`config.mk`:
```
export PLATFORM = sky130hd
export DESIGN_NAME = key_edge_and_mouse_drag_tracker_top_flat
export DESIGN_NICKNAME = d
export VERILOG_FILES = /design/src/rtl/kedt_pkg.sv /design/src/rtl/kedt_if.sv /design/src/rtl/kedt_ram.sv /design/src/rtl/key_edge_and_mouse_drag_tracker_top.sv /design/src/flat_wrapper.sv
export SDC_FILE = /design/constraint.sdc
export NUM_CORES = 2
export LEC_CHECK = 0
export CORE_MARGIN = 3
export CORE_UTILIZATION = 35
export DETAILED_ROUTE_END_ITERATION = 7
export DONT_BUFFER_PORTS = 1
export SYNTH_ARGS = -nofsm -noshare
export SYNTH_HDL_FRONTEND = slang
export SYNTH_SLANG_ARGS = --single-unit
export TNS_END_PERCENT = 100
```
`constraint.sdc`:
```
create_clock -name clk -period 24.6 [get_ports clk]
set_input_delay 2.46 -clock clk [delete_from_list [all_inputs] [get_ports clk]]
set_output_delay 2.46 -clock clk [all_outputs]
set_load 0.02 [all_outputs]
```
`src/rtl/kedt_pkg.sv`:
```
`timescale 1ns / 1ps

package kedt_pkg;

  // Field widths
  localparam int KIND_W     = 2;
  localparam int KEY_W      = 9;
  localparam int COORD_W    = 16;
  localparam int DELTA_W    = 17;
  localparam int TICK_W     = 20;
  localparam int PERIOD_W   = 20;
  localparam int ELAPSED_W  = 32;
  localparam int EVENT_W    = 2;
  localparam int CFG_IDX_W  = 2;
  localparam int CFG_DATA_W = 20;

  // Default size of the key bitmap
  localparam int KEY_COUNT_DEF = 512;

  // Register reset values
  localparam logic [PERIOD_W-1:0] PERIOD_RST = PERIOD_W'(10000);
  localparam logic [KEY_W-1:0]    LEFT_RST   = KEY_W'(256);
  localparam logic [KEY_W-1:0]    RIGHT_RST  = KEY_W'(257);

  typedef enum logic [KIND_W-1:0] {
    KIND_PRESS   = 2'd0,
    KIND_RELEASE = 2'd1,
    KIND_POS     = 2'd2,
    KIND_TICK    = 2'd3
  } kind_t;

  typedef enum logic [EVENT_W-1:0] {
    EV_KEY_DOWN = 2'd0,
    EV_KEY_UP   = 2'd1,
    EV_DRAG     = 2'd2
  } event_t;

  typedef enum logic [CFG_IDX_W-1:0] {
    REG_PERIOD = 2'd0,
    REG_LEFT   = 2'd1,
    REG_RIGHT  = 2'd2
  } reg_idx_t;

endpackage

```
`src/rtl/kedt_if.sv`:
```
`timescale 1ns / 1ps

// Input item channel
interface kedt_in_if;
  logic                                   valid;
  logic                                   ready;
  kedt_pkg::kind_t                        kind;
  logic        [kedt_pkg::KEY_W-1:0]      key_code;
  logic signed [kedt_pkg::COORD_W-1:0]    pointer_x;
  logic signed [kedt_pkg::COORD_W-1:0]    pointer_y;
  logic        [kedt_pkg::TICK_W-1:0]     tick_us;

  modport source (output valid, kind, key_code, pointer_x, pointer_y, tick_us, input ready);
  modport sink   (input valid, kind, key_code, pointer_x, pointer_y, tick_us, output ready);
endinterface

// Result item channel
interface kedt_out_if;
  logic                                   valid;
  logic                                   ready;
  kedt_pkg::event_t                       event_type;
  logic        [kedt_pkg::KEY_W-1:0]      event_key;
  logic signed [kedt_pkg::DELTA_W-1:0]    drag_dx;
  logic signed [kedt_pkg::DELTA_W-1:0]    drag_dy;

  modport source (output valid, event_type, event_key, drag_dx, drag_dy, input ready);
  modport sink   (input valid, event_type, event_key, drag_dx, drag_dy, output ready);
endinterface

```
`src/rtl/kedt_ram.sv`:
```
`timescale 1ns / 1ps

// Simple dual-port RAM, one write and one registered read per cycle.
// A read at the address being written returns the old contents.
module kedt_ram #(
  parameter int WIDTH = 1,
  parameter int DEPTH = kedt_pkg::KEY_COUNT_DEF,
  localparam int AW   = (DEPTH > 1) ? $clog2(DEPTH) : 1
) (
  input  logic             clk,
  input  logic             we,
  input  logic [AW-1:0]    waddr,
  input  logic [WIDTH-1:0] wdata,
  input  logic             re,
  input  logic [AW-1:0]    raddr,
  output logic [WIDTH-1:0] rdata
);

  logic [WIDTH-1:0] mem_r [DEPTH];
  logic [WIDTH-1:0] rdata_r;

  // Write port and registered read port
  always_ff @(posedge clk) begin
    if (we) begin
      mem_r[waddr] <= wdata;
    end
    if (re) begin
      rdata_r <= mem_r[raddr];
    end
  end

  assign rdata = rdata_r;

endmodule

```
`src/rtl/key_edge_and_mouse_drag_tracker_top.sv`:
```
`timescale 1ns / 1ps
// An accepted item is held in the input register, and any result goes on to the result register.
// Throughput: one item per cycle unless busy or stalled; RAM read at accept, written on advance.
// Reset: synchronous, active low; registers return to their defaults, then the bitmap is
// cleared one entry a cycle, and in_ch.ready stays low until the sweep reaches the last entry.
// A write of a button code register holds in_ch.ready low through RF_LEFT, RF_RIGHT and RF_LAST
// while the held state of both buttons is read back from the bitmap.
module key_edge_and_mouse_drag_tracker_top #(
  parameter int KEY_COUNT = kedt_pkg::KEY_COUNT_DEF
) (
  input  logic                              clk,
  input  logic                              rst_n,
  kedt_in_if.sink                           in_ch,
  kedt_out_if.source                        out_ch,
  input  logic                              cfg_we,
  input  logic [kedt_pkg::CFG_IDX_W-1:0]    cfg_index,
  input  logic [kedt_pkg::CFG_DATA_W-1:0]   cfg_wdata
);

  localparam int AW = (KEY_COUNT > 1) ? $clog2(KEY_COUNT) : 1;
  localparam logic [AW-1:0] LAST_ADDR = AW'(KEY_COUNT - 1);
  localparam int KEY_W   = kedt_pkg::KEY_W;
  localparam int COORD_W = kedt_pkg::COORD_W;
  localparam int DELTA_W = kedt_pkg::DELTA_W;
  localparam int EL_W    = kedt_pkg::ELAPSED_W;

  typedef enum logic [1:0] {
    RF_IDLE,
    RF_LEFT,
    RF_RIGHT,
    RF_LAST
  } rf_state_t;

  // Configuration registers
  logic [kedt_pkg::PERIOD_W-1:0] period_r;
  logic [KEY_W-1:0]              left_code_r;
  logic [KEY_W-1:0]              right_code_r;

  // Bitmap clear sweep and button refresh
  logic          clear_busy_r;
  logic [AW-1:0] clear_addr_r;
  rf_state_t     rf_state_r;
  logic          rf_go;
  logic          left_held_r;
  logic          right_held_r;
  logic          busy;

  // Input stage
  logic                      in_fire;
  logic                      s1_valid_r;
  logic                      s1_adv;
  kedt_pkg::kind_t           s1_kind_r;
  logic [KEY_W-1:0]          s1_key_r;
  logic signed [COORD_W-1:0] s1_x_r;
  logic signed [COORD_W-1:0] s1_y_r;
  logic [kedt_pkg::TICK_W-1:0] s1_tick_r;

  // RAM ports and write forwarding
  logic          ram_we;
  logic [AW-1:0] ram_waddr;
  logic          ram_wdata;
  logic          ram_re;
  logic [AW-1:0] ram_raddr;
  logic          ram_rdata;
  logic          last_wr_valid_r;
  logic [AW-1:0] last_wr_addr_r;
  logic          last_wr_val_r;

  // Tracker state
  logic signed [COORD_W-1:0] cursor_x_r;
  logic signed [COORD_W-1:0] cursor_y_r;
  logic                      dragging_r;
  logic [KEY_W-1:0]          drag_button_r;
  logic signed [COORD_W-1:0] origin_x_r;
  logic signed [COORD_W-1:0] origin_y_r;
  logic [EL_W-1:0]           elapsed_r;

  // Item evaluation
  logic          s1_in_range;
  logic [AW-1:0] s1_addr;
  logic          was_down;
  logic          key_wr;
  logic          key_res;
  logic          start_l, stop_l, start_r, stop_r;
  logic          drag1, drag_nxt;
  logic [KEY_W-1:0] btn1, btn_nxt;
  logic          restart;
  logic [EL_W-1:0]  base_el;
  logic [EL_W:0]    sum_el;
  logic [EL_W-1:0]  sat_el;
  logic          over;
  logic          drag_res;
  logic [EL_W-1:0]  elapsed_nxt;
  logic signed [COORD_W-1:0] org_x, org_y;
  logic signed [DELTA_W-1:0] dx, dy;
  logic          res_valid;
  kedt_pkg::event_t res_type;
  logic [KEY_W-1:0] res_key;
  logic signed [DELTA_W-1:0] res_dx, res_dy;

  // Result register
  logic                      out_valid_r;
  kedt_pkg::event_t          out_type_r;
  logic [KEY_W-1:0]          out_key_r;
  logic signed [DELTA_W-1:0] out_dx_r;
  logic signed [DELTA_W-1:0] out_dy_r;

  function automatic logic in_range(input logic [KEY_W-1:0] code);
    return 32'(code) < 32'(KEY_COUNT);
  endfunction

  // Take the newest write to this address over the RAM contents
  function automatic logic fwd(input logic [AW-1:0] addr, input logic rd,
                               input logic lv, input logic [AW-1:0] la,
                               input logic lval);
    return (lv && la == addr) ? lval : rd;
  endfunction

  // Handshake
  assign busy        = clear_busy_r || (rf_state_r != RF_IDLE);
  assign s1_adv      = s1_valid_r && (!out_valid_r || out_ch.ready);
  assign in_ch.ready = !busy && (!s1_valid_r || s1_adv);
  assign in_fire     = in_ch.valid && in_ch.ready;
  assign rf_go       = (rf_state_r == RF_LEFT) && !clear_busy_r && !s1_valid_r;

  // Configuration writes
  always_ff @(posedge clk) begin
    if (!rst_n) begin
      period_r     <= kedt_pkg::PERIOD_RST;
      left_code_r  <= kedt_pkg::LEFT_RST;
      right_code_r <= kedt_pkg::RIGHT_RST;
    end else if (cfg_we) begin
      unique case (cfg_index)
        kedt_pkg::REG_PERIOD: period_r     <= cfg_wdata[kedt_pkg::PERIOD_W-1:0];
        kedt_pkg::REG_LEFT:   left_code_r  <= cfg_wdata[KEY_W-1:0];
        kedt_pkg::REG_RIGHT:  right_code_r <= cfg_wdata[KEY_W-1:0];
        default: ;
      endcase
    end
  end

  // Clear the bitmap after reset
  always_ff @(posedge clk) begin
    if (!rst_n) begin
      clear_busy_r <= 1'b1;
      clear_addr_r <= '0;
    end else if (clear_busy_r) begin
      clear_addr_r <= clear_addr_r + AW'(1);
      if (clear_addr_r == LAST_ADDR) begin
        clear_busy_r <= 1'b0;
      end
    end
  end

  // RAM port selection
  assign s1_in_range = in_range(s1_key_r);
  assign s1_addr     = AW'(s1_key_r);
  assign key_wr      = s1_adv && s1_in_range &&
                       (s1_kind_r == kedt_pkg::KIND_PRESS ||
                        s1_kind_r == kedt_pkg::KIND_RELEASE);
  assign ram_we      = clear_busy_r || key_wr;
  assign ram_waddr   = clear_busy_r ? clear_addr_r : s1_addr;
  assign ram_wdata   = !clear_busy_r && (s1_kind_r == kedt_pkg::KIND_PRESS);
  assign ram_re      = in_fire || rf_go || (rf_state_r == RF_RIGHT);
  assign ram_raddr   = (rf_state_r == RF_LEFT)  ? AW'(left_code_r)  :
                       (rf_state_r == RF_RIGHT) ? AW'(right_code_r) :
                                                  AW'(in_ch.key_code);

  kedt_ram #(
    .WIDTH (1),
    .DEPTH (KEY_COUNT)
  ) u_key_map (
    .clk   (clk),
    .we    (ram_we),
    .waddr (ram_waddr),
    .wdata (ram_wdata),
    .re    (ram_re),
    .raddr (ram_raddr),
    .rdata (ram_rdata)
  );

  // Remember the last key write for read-after-write forwarding
  always_ff @(posedge clk) begin
    if (!rst_n) begin
      last_wr_valid_r <= 1'b0;
    end else if (key_wr) begin
      last_wr_valid_r <= 1'b1;
    end
  end

  always_ff @(posedge clk) begin
    if (key_wr) begin
      last_wr_addr_r <= s1_addr;
      last_wr_val_r  <= ram_wdata;
    end
  end

  // Button refresh state machine and held-button shadows
  always_ff @(posedge clk) begin
    if (!rst_n) begin
      rf_state_r   <= RF_IDLE;
      left_held_r  <= 1'b0;
      right_held_r <= 1'b0;
    end else begin
      unique case (rf_state_r)
        RF_IDLE:  rf_state_r <= RF_IDLE;
        RF_LEFT:  if (rf_go) rf_state_r <= RF_RIGHT;
        RF_RIGHT: rf_state_r <= RF_LAST;
        RF_LAST:  rf_state_r <= RF_IDLE;
        default:  rf_state_r <= RF_IDLE;
      endcase
      if (cfg_we && (cfg_index == kedt_pkg::REG_LEFT ||
                     cfg_index == kedt_pkg::REG_RIGHT)) begin
        rf_state_r <= RF_LEFT;
      end

      // Capture read-back data, then let a concurrent key write win
      if (rf_state_r == RF_RIGHT) begin
        left_held_r <= in_range(left_code_r) &&
                       fwd(AW'(left_code_r), ram_rdata, last_wr_valid_r,
                           last_wr_addr_r, last_wr_val_r);
      end
      if (rf_state_r == RF_LAST) begin
        right_held_r <= in_range(right_code_r) &&
                        fwd(AW'(right_code_r), ram_rdata, last_wr_valid_r,
                            last_wr_addr_r, last_wr_val_r);
      end
      if (key_wr && s1_key_r == left_code_r) begin
        left_held_r <= ram_wdata;
      end
      if (key_wr && s1_key_r == right_code_r) begin
        right_held_r <= ram_wdata;
      end
    end
  end

  // Input register
  always_ff @(posedge clk) begin
    if (!rst_n) begin
      s1_valid_r <= 1'b0;
    end else if (in_fire) begin
      s1_valid_r <= 1'b1;
    end else if (s1_adv) begin
      s1_valid_r <= 1'b0;
    end
  end

  always_ff @(posedge clk) begin
    if (in_fire) begin
      s1_kind_r <= in_ch.kind;
      s1_key_r  <= in_ch.key_code;
      s1_x_r    <= in_ch.pointer_x;
      s1_y_r    <= in_ch.pointer_y;
      s1_tick_r <= in_ch.tick_us;
    end
  end

  // Key edge detect
  assign was_down = fwd(s1_addr, ram_rdata, last_wr_valid_r, last_wr_addr_r, last_wr_val_r);
  assign key_res  = s1_in_range &&
                    ((s1_kind_r == kedt_pkg::KIND_PRESS   && !was_down) ||
                     (s1_kind_r == kedt_pkg::KIND_RELEASE &&  was_down));

  // Button checks: left first, then right
  assign start_l = left_held_r && (!dragging_r || drag_button_r != left_code_r);
  assign stop_l  = !left_held_r && dragging_r && drag_button_r == left_code_r;
  assign drag1   = start_l || (dragging_r && !stop_l);
  assign btn1    = start_l ? left_code_r : drag_button_r;
  assign start_r = right_held_r && (!drag1 || btn1 != right_code_r);
  assign stop_r  = !right_held_r && drag1 && btn1 == right_code_r;
  assign drag_nxt = start_r || (drag1 && !stop_r);
  assign btn_nxt  = start_r ? right_code_r : btn1;
  assign restart  = start_l || start_r;

  // Elapsed time: saturating add, compare, subtract one period
  assign base_el  = restart ? '0 : elapsed_r;
  assign sum_el   = {1'b0, base_el} + (EL_W + 1)'(s1_tick_r);
  assign sat_el   = sum_el[EL_W] ? '1 : sum_el[EL_W-1:0];
  assign over     = sat_el > EL_W'(period_r);
  assign drag_res = drag_nxt && over;
  assign elapsed_nxt = !drag_nxt ? base_el :
                       drag_res  ? sat_el - EL_W'(period_r) : sat_el;

  // Movement since the drag origin
  assign org_x = restart ? cursor_x_r : origin_x_r;
  assign org_y = restart ? cursor_y_r : origin_y_r;
  assign dx    = DELTA_W'(cursor_x_r) - DELTA_W'(org_x);
  assign dy    = DELTA_W'(cursor_y_r) - DELTA_W'(org_y);

  // Select the result for the item in the input register
  always_comb begin
    res_valid = 1'b0;
    res_type  = kedt_pkg::EV_KEY_DOWN;
    res_key   = s1_key_r;
    res_dx    = '0;
    res_dy    = '0;
    unique case (s1_kind_r)
      kedt_pkg::KIND_PRESS: begin
        res_valid = key_res;
      end
      kedt_pkg::KIND_RELEASE: begin
        res_valid = key_res;
        res_type  = kedt_pkg::EV_KEY_UP;
      end
      kedt_pkg::KIND_POS: begin
        res_valid = 1'b0;
      end
      kedt_pkg::KIND_TICK: begin
        res_valid = drag_res;
        res_type  = kedt_pkg::EV_DRAG;
        res_key   = btn_nxt;
        res_dx    = dx;
        res_dy    = dy;
      end
      default: res_valid = 1'b0;
    endcase
  end

  // Update cursor and drag state
  always_ff @(posedge clk) begin
    if (!rst_n) begin
      cursor_x_r    <= '0;
      cursor_y_r    <= '0;
      dragging_r    <= 1'b0;
      drag_button_r <= '0;
      origin_x_r    <= '0;
      origin_y_r    <= '0;
      elapsed_r     <= '0;
    end else if (s1_adv) begin
      if (s1_kind_r == kedt_pkg::KIND_POS) begin
        cursor_x_r <= s1_x_r;
        cursor_y_r <= s1_y_r;
      end
      if (s1_kind_r == kedt_pkg::KIND_TICK) begin
        dragging_r    <= drag_nxt;
        drag_button_r <= btn_nxt;
        elapsed_r     <= elapsed_nxt;
        if (restart || drag_res) begin
          origin_x_r <= cursor_x_r;
          origin_y_r <= cursor_y_r;
        end
      end
    end
  end

  // Result register: load on advance, drop when taken
  always_ff @(posedge clk) begin
    if (!rst_n) begin
      out_valid_r <= 1'b0;
    end else if (s1_adv) begin
      out_valid_r <= res_valid;
    end else if (out_ch.ready) begin
      out_valid_r <= 1'b0;
    end
  end

  always_ff @(posedge clk) begin
    if (s1_adv && res_valid) begin
      out_type_r <= res_type;
      out_key_r  <= res_key;
      out_dx_r   <= res_dx;
      out_dy_r   <= res_dy;
    end
  end

  assign out_ch.valid      = out_valid_r;
  assign out_ch.event_type = out_type_r;
  assign out_ch.event_key  = out_key_r;
  assign out_ch.drag_dx    = out_dx_r;
  assign out_ch.drag_dy    = out_dy_r;

endmodule

```
`src/flat_wrapper.sv`:
```
// flat-port wrapper written by rule: the top's interface ports become plain ports
module key_edge_and_mouse_drag_tracker_top_flat 
#(
  parameter int KEY_COUNT = kedt_pkg::KEY_COUNT_DEF
)
  (clk, rst_n, cfg_we, cfg_index, cfg_wdata, in_ch_valid, in_ch_kind, in_ch_key_code, in_ch_pointer_x, in_ch_pointer_y, in_ch_tick_us, in_ch_ready, out_ch_valid, out_ch_event_type, out_ch_event_key, out_ch_drag_dx, out_ch_drag_dy, out_ch_ready);
  kedt_in_if in_ch_i ();
  kedt_out_if out_ch_i ();
  input  logic clk;
  input  logic rst_n;
  input  logic cfg_we;
  input  logic [kedt_pkg::CFG_IDX_W-1:0] cfg_index;
  input  logic [kedt_pkg::CFG_DATA_W-1:0] cfg_wdata;
  input wire logic [$bits(in_ch_i.valid)-1:0] in_ch_valid;
  input wire logic [$bits(in_ch_i.kind)-1:0] in_ch_kind;
  input wire logic [$bits(in_ch_i.key_code)-1:0] in_ch_key_code;
  input wire logic [$bits(in_ch_i.pointer_x)-1:0] in_ch_pointer_x;
  input wire logic [$bits(in_ch_i.pointer_y)-1:0] in_ch_pointer_y;
  input wire logic [$bits(in_ch_i.tick_us)-1:0] in_ch_tick_us;
  output wire logic [$bits(in_ch_i.ready)-1:0] in_ch_ready;
  output wire logic [$bits(out_ch_i.valid)-1:0] out_ch_valid;
  output wire logic [$bits(out_ch_i.event_type)-1:0] out_ch_event_type;
  output wire logic [$bits(out_ch_i.event_key)-1:0] out_ch_event_key;
  output wire logic [$bits(out_ch_i.drag_dx)-1:0] out_ch_drag_dx;
  output wire logic [$bits(out_ch_i.drag_dy)-1:0] out_ch_drag_dy;
  input wire logic [$bits(out_ch_i.ready)-1:0] out_ch_ready;
  assign in_ch_i.valid = in_ch_valid;
  assign in_ch_i.kind = in_ch_kind;
  assign in_ch_i.key_code = in_ch_key_code;
  assign in_ch_i.pointer_x = in_ch_pointer_x;
  assign in_ch_i.pointer_y = in_ch_pointer_y;
  assign in_ch_i.tick_us = in_ch_tick_us;
  assign in_ch_ready = in_ch_i.ready;
  assign out_ch_valid = out_ch_i.valid;
  assign out_ch_event_type = out_ch_i.event_type;
  assign out_ch_event_key = out_ch_i.event_key;
  assign out_ch_drag_dx = out_ch_i.drag_dx;
  assign out_ch_drag_dy = out_ch_i.drag_dy;
  assign out_ch_i.ready = out_ch_ready;
  key_edge_and_mouse_drag_tracker_top #(.KEY_COUNT(KEY_COUNT)) u_core (.clk(clk), .rst_n(rst_n), .in_ch(in_ch_i), .out_ch(out_ch_i), .cfg_we(cfg_we), .cfg_index(cfg_index), .cfg_wdata(cfg_wdata));
endmodule
```
==> metrics.yaml <==
routing:
  wirelength_mm: 103
  initialDrtViolationCount: 2140
  via_per_inst: 5.30
  drc: 0
  ant_nets: 0
  first_pass_iters: 5
  wl_per_cell_um: 21.5
  route.vias.total: 25300
synth:
  synth.area.top_cells: "edfxtp_1, dfxtp_1, mux4_2, mux2i_1, nor2_1"
  synth-edff-count: 631
  synth_top_area_cell: "edfxtp_1"
  synth_most_common_cell: "edfxtp_1"
  synth_top_area_share_pct: 49.0
  synth_warnings: 0
  synth_common_cells: "edfxtp_1, nor2_1, nand2_1"
  synth-async-reset-ratio_pct: 0
  synthFlopType: "edfxtp_1"
  synth_nets: 3472
  syn_avg_cell_area_um2: 11.7
  synth_seq_cells: 792
  netlist_instances: 3297
  synth_cell_types: 84
  yosysSeqAreaShare_pct: 57.3
  netlist_area_um2: 38700
clocking:
  cts_hold_buf: 0
  cts_buffers: 89
  htreeDepth: 3
  clock_path_buffers: 3
  post_cts_buffers: 0
  clockRootBuffer: "clkbuf_16"
  clk_transition_reported_paths_ns: 0.07
  cts_tree: "done"
  clkLatencyLatePin_ns: 0.69
  cts.repair.resized: 0
  clkSinkCount: 792
floorplanning:
  row_count: 121
  pin_count: 137
  fp.dieH_um: 339
  start_util_pct: 35.4
  coreArea_um2: 109000
  fp.dieW_um: 339
  dieArea_um2: 115000
setup_path:
  worst_path_max_delay_cell: "dfxtp_1"
  crit_fanout: 46
  cp.arrival_ns: 8.81
  cp_num_cells: 28
  crit_type: "register to register"
  cp_top_family: "compound AO/OA/AOI/OAI gates"
  slowest_delay_ns: 0.50
  cp-start-kind: "register"
  cp_common_cell: "a211oi_1"
  reg2regPathDepth: 28
  crit_required_ns: 24.93
  end_kind: "register"
  critPathBufInv: 2
sta:
  rsz0062_at_grt: "false"
  clock_skew_ns: 0.0545
  hold_viol: 0
  setup_ws_ns: 16.12
  slew_headroom_pct: 17.6
  fin_crit_sh_pct: 34.5
  finalCriticalPeriod_ns: 8.48
  fmax_ghz: 0.118
  setup-tns-final_ns: 0
  setup_viol: 0
  worstMarginPinSlew_ns: 1.24
  slew_violations: 0
finish:
  nNetsFinal: 3387
  fin_area_um2: 43200
  seqCellArea_um2: 22200
  fin_util_pct: 39.5
  syn_to_final_growth_pct: 11.5
  multi_input_area_um2: 15500
  n_fill_cell: 10500
  drive_gt1_share_pct: 11.1
global_routing:
  busiest_layer: "met2"
  grt_use_total_pct: 17.5
  met3_usage_pct: 3.08
  grt_pass1_vias: 24700
  groute.layer.met1.usage_pct: 22.7
  overflow: 0
  grt_first_pass_wirelength_mm: 154
  use_met2_pct: 29.3
  grt_antenna_before_repair: 7
  grt_max_degree: 269
place:
  place_congestion: 0.936
  pre_cts_ws_ns: 16.29
  place_area_um2: 40200
  port_buffers: 0
  place_hpwl_mm: 61.4
worst_hold_path:
  min_path_cells: 2
  hold_class: "register to register"
flow_run:
  maxCapViolations: 0
status:
  status: "complete, no violations"
power_and_ir_drop:
  p_per_area_nw_per_um2: 68.2
  leakage_nw: 15.8
  ir_drop_mv: 0.0611
[cell usage in the layout, fill, tap and decap left out, types with 73 or more instances in the layout]
master / instances
nor2_1: 597
mux2i_1: 227
inv_1: 73
edfxtp_1: 631
ha_1: 81
nand2_1: 372
a21boi_0: 76
o21ai_0: 99
mux4_2: 128
clkbuf_16: 91
dfxtp_1: 161
xor2_1: 73
[registers in the layout (all words and copies together), names as in the netlist, 17 cells and up]
name and cells:
u_core.u_key_map.mem_r 512, u_core.elapsed_r 32, u_core.period_r 20, u_core.s1_tick_r 20, u_core.out_ch.drag_dx 17, u_core.out_ch.drag_dy 17
[tightest hold or removal path: cells and delay by family (launching register included)]
family | cells | cell delay [ns]
AND/OR/NAND/NOR | 1 | 0.05
flip-flops | 1 | 0.33
AO/OA/AOI/OAI | 1 | 0.05
[final timing paths]
kind,startpoint,end,slack (ns)
max,u_core.left_code_r[4],u_core.out_ch.drag_dx[3],16.12
min,u_core.elapsed_r[18],u_core.elapsed_r[18],0.45
min reg2reg,u_core.elapsed_r[18],u_core.elapsed_r[18],0.45
max reg2reg,u_core.left_code_r[4],u_core.out_ch.drag_dx[3],16.12
[cells by family after synthesis]
| group | count (synthesis) | synth area share (%) |
|---|---|---|
| buffers and inverters | 299 | 3.01 |
| xor gates and xnor gates | 128 | 2.90 |
| AOI/OAI and AO/OA | 402 | 7.07 |
| and+or+nand+nor | 1233 | 13.5 |
| adders and majority gates | 85 | 2.83 |
| DFF | 792 | 57.3 |
| muxes | 358 | 13.4 |
[per-layer routing]
metal | part of all wire [%] | vias to the layer above
met4 | 3.3 | 2
met3 | 6.4 | 183
met2 | 48 | 734
li1 | - | 11700
met1 | 42 | 12700
met5 | 0.013 | -
[layout make-up]
cell class,instances,share of cell area [%]
well taps,1476,4.28
clock inverters,44,1.20
inverters,75,0.652
flip-flops and latches,792,51.4
multi-input cells,2206,35.9
repair buffers,48,0.893
clock buffers,121,5.68
diodes,7,0.0406
[where the power goes]
group | internal, W | switching (W)
combinational | 0.0000616 | 0.000103
sequential | 0.00143 | 0.00000481
clock | 0.000779 | 0.000562
[stage by stage]
step,total power (W),instances,hold slack [ns]
2_1_floorplan,0.00158,3297,0.417
3_3_place_gp,0.00163,4597,0.438
3_5_place_dp,0.00163,4597,0.442
4_1_cts,0.00297,4762,0.457
5_1_grt,0.00304,4762,0.476
6_report,0.00294,4769,0.453
Note: power is estimated with default switching activity, not from simulation.
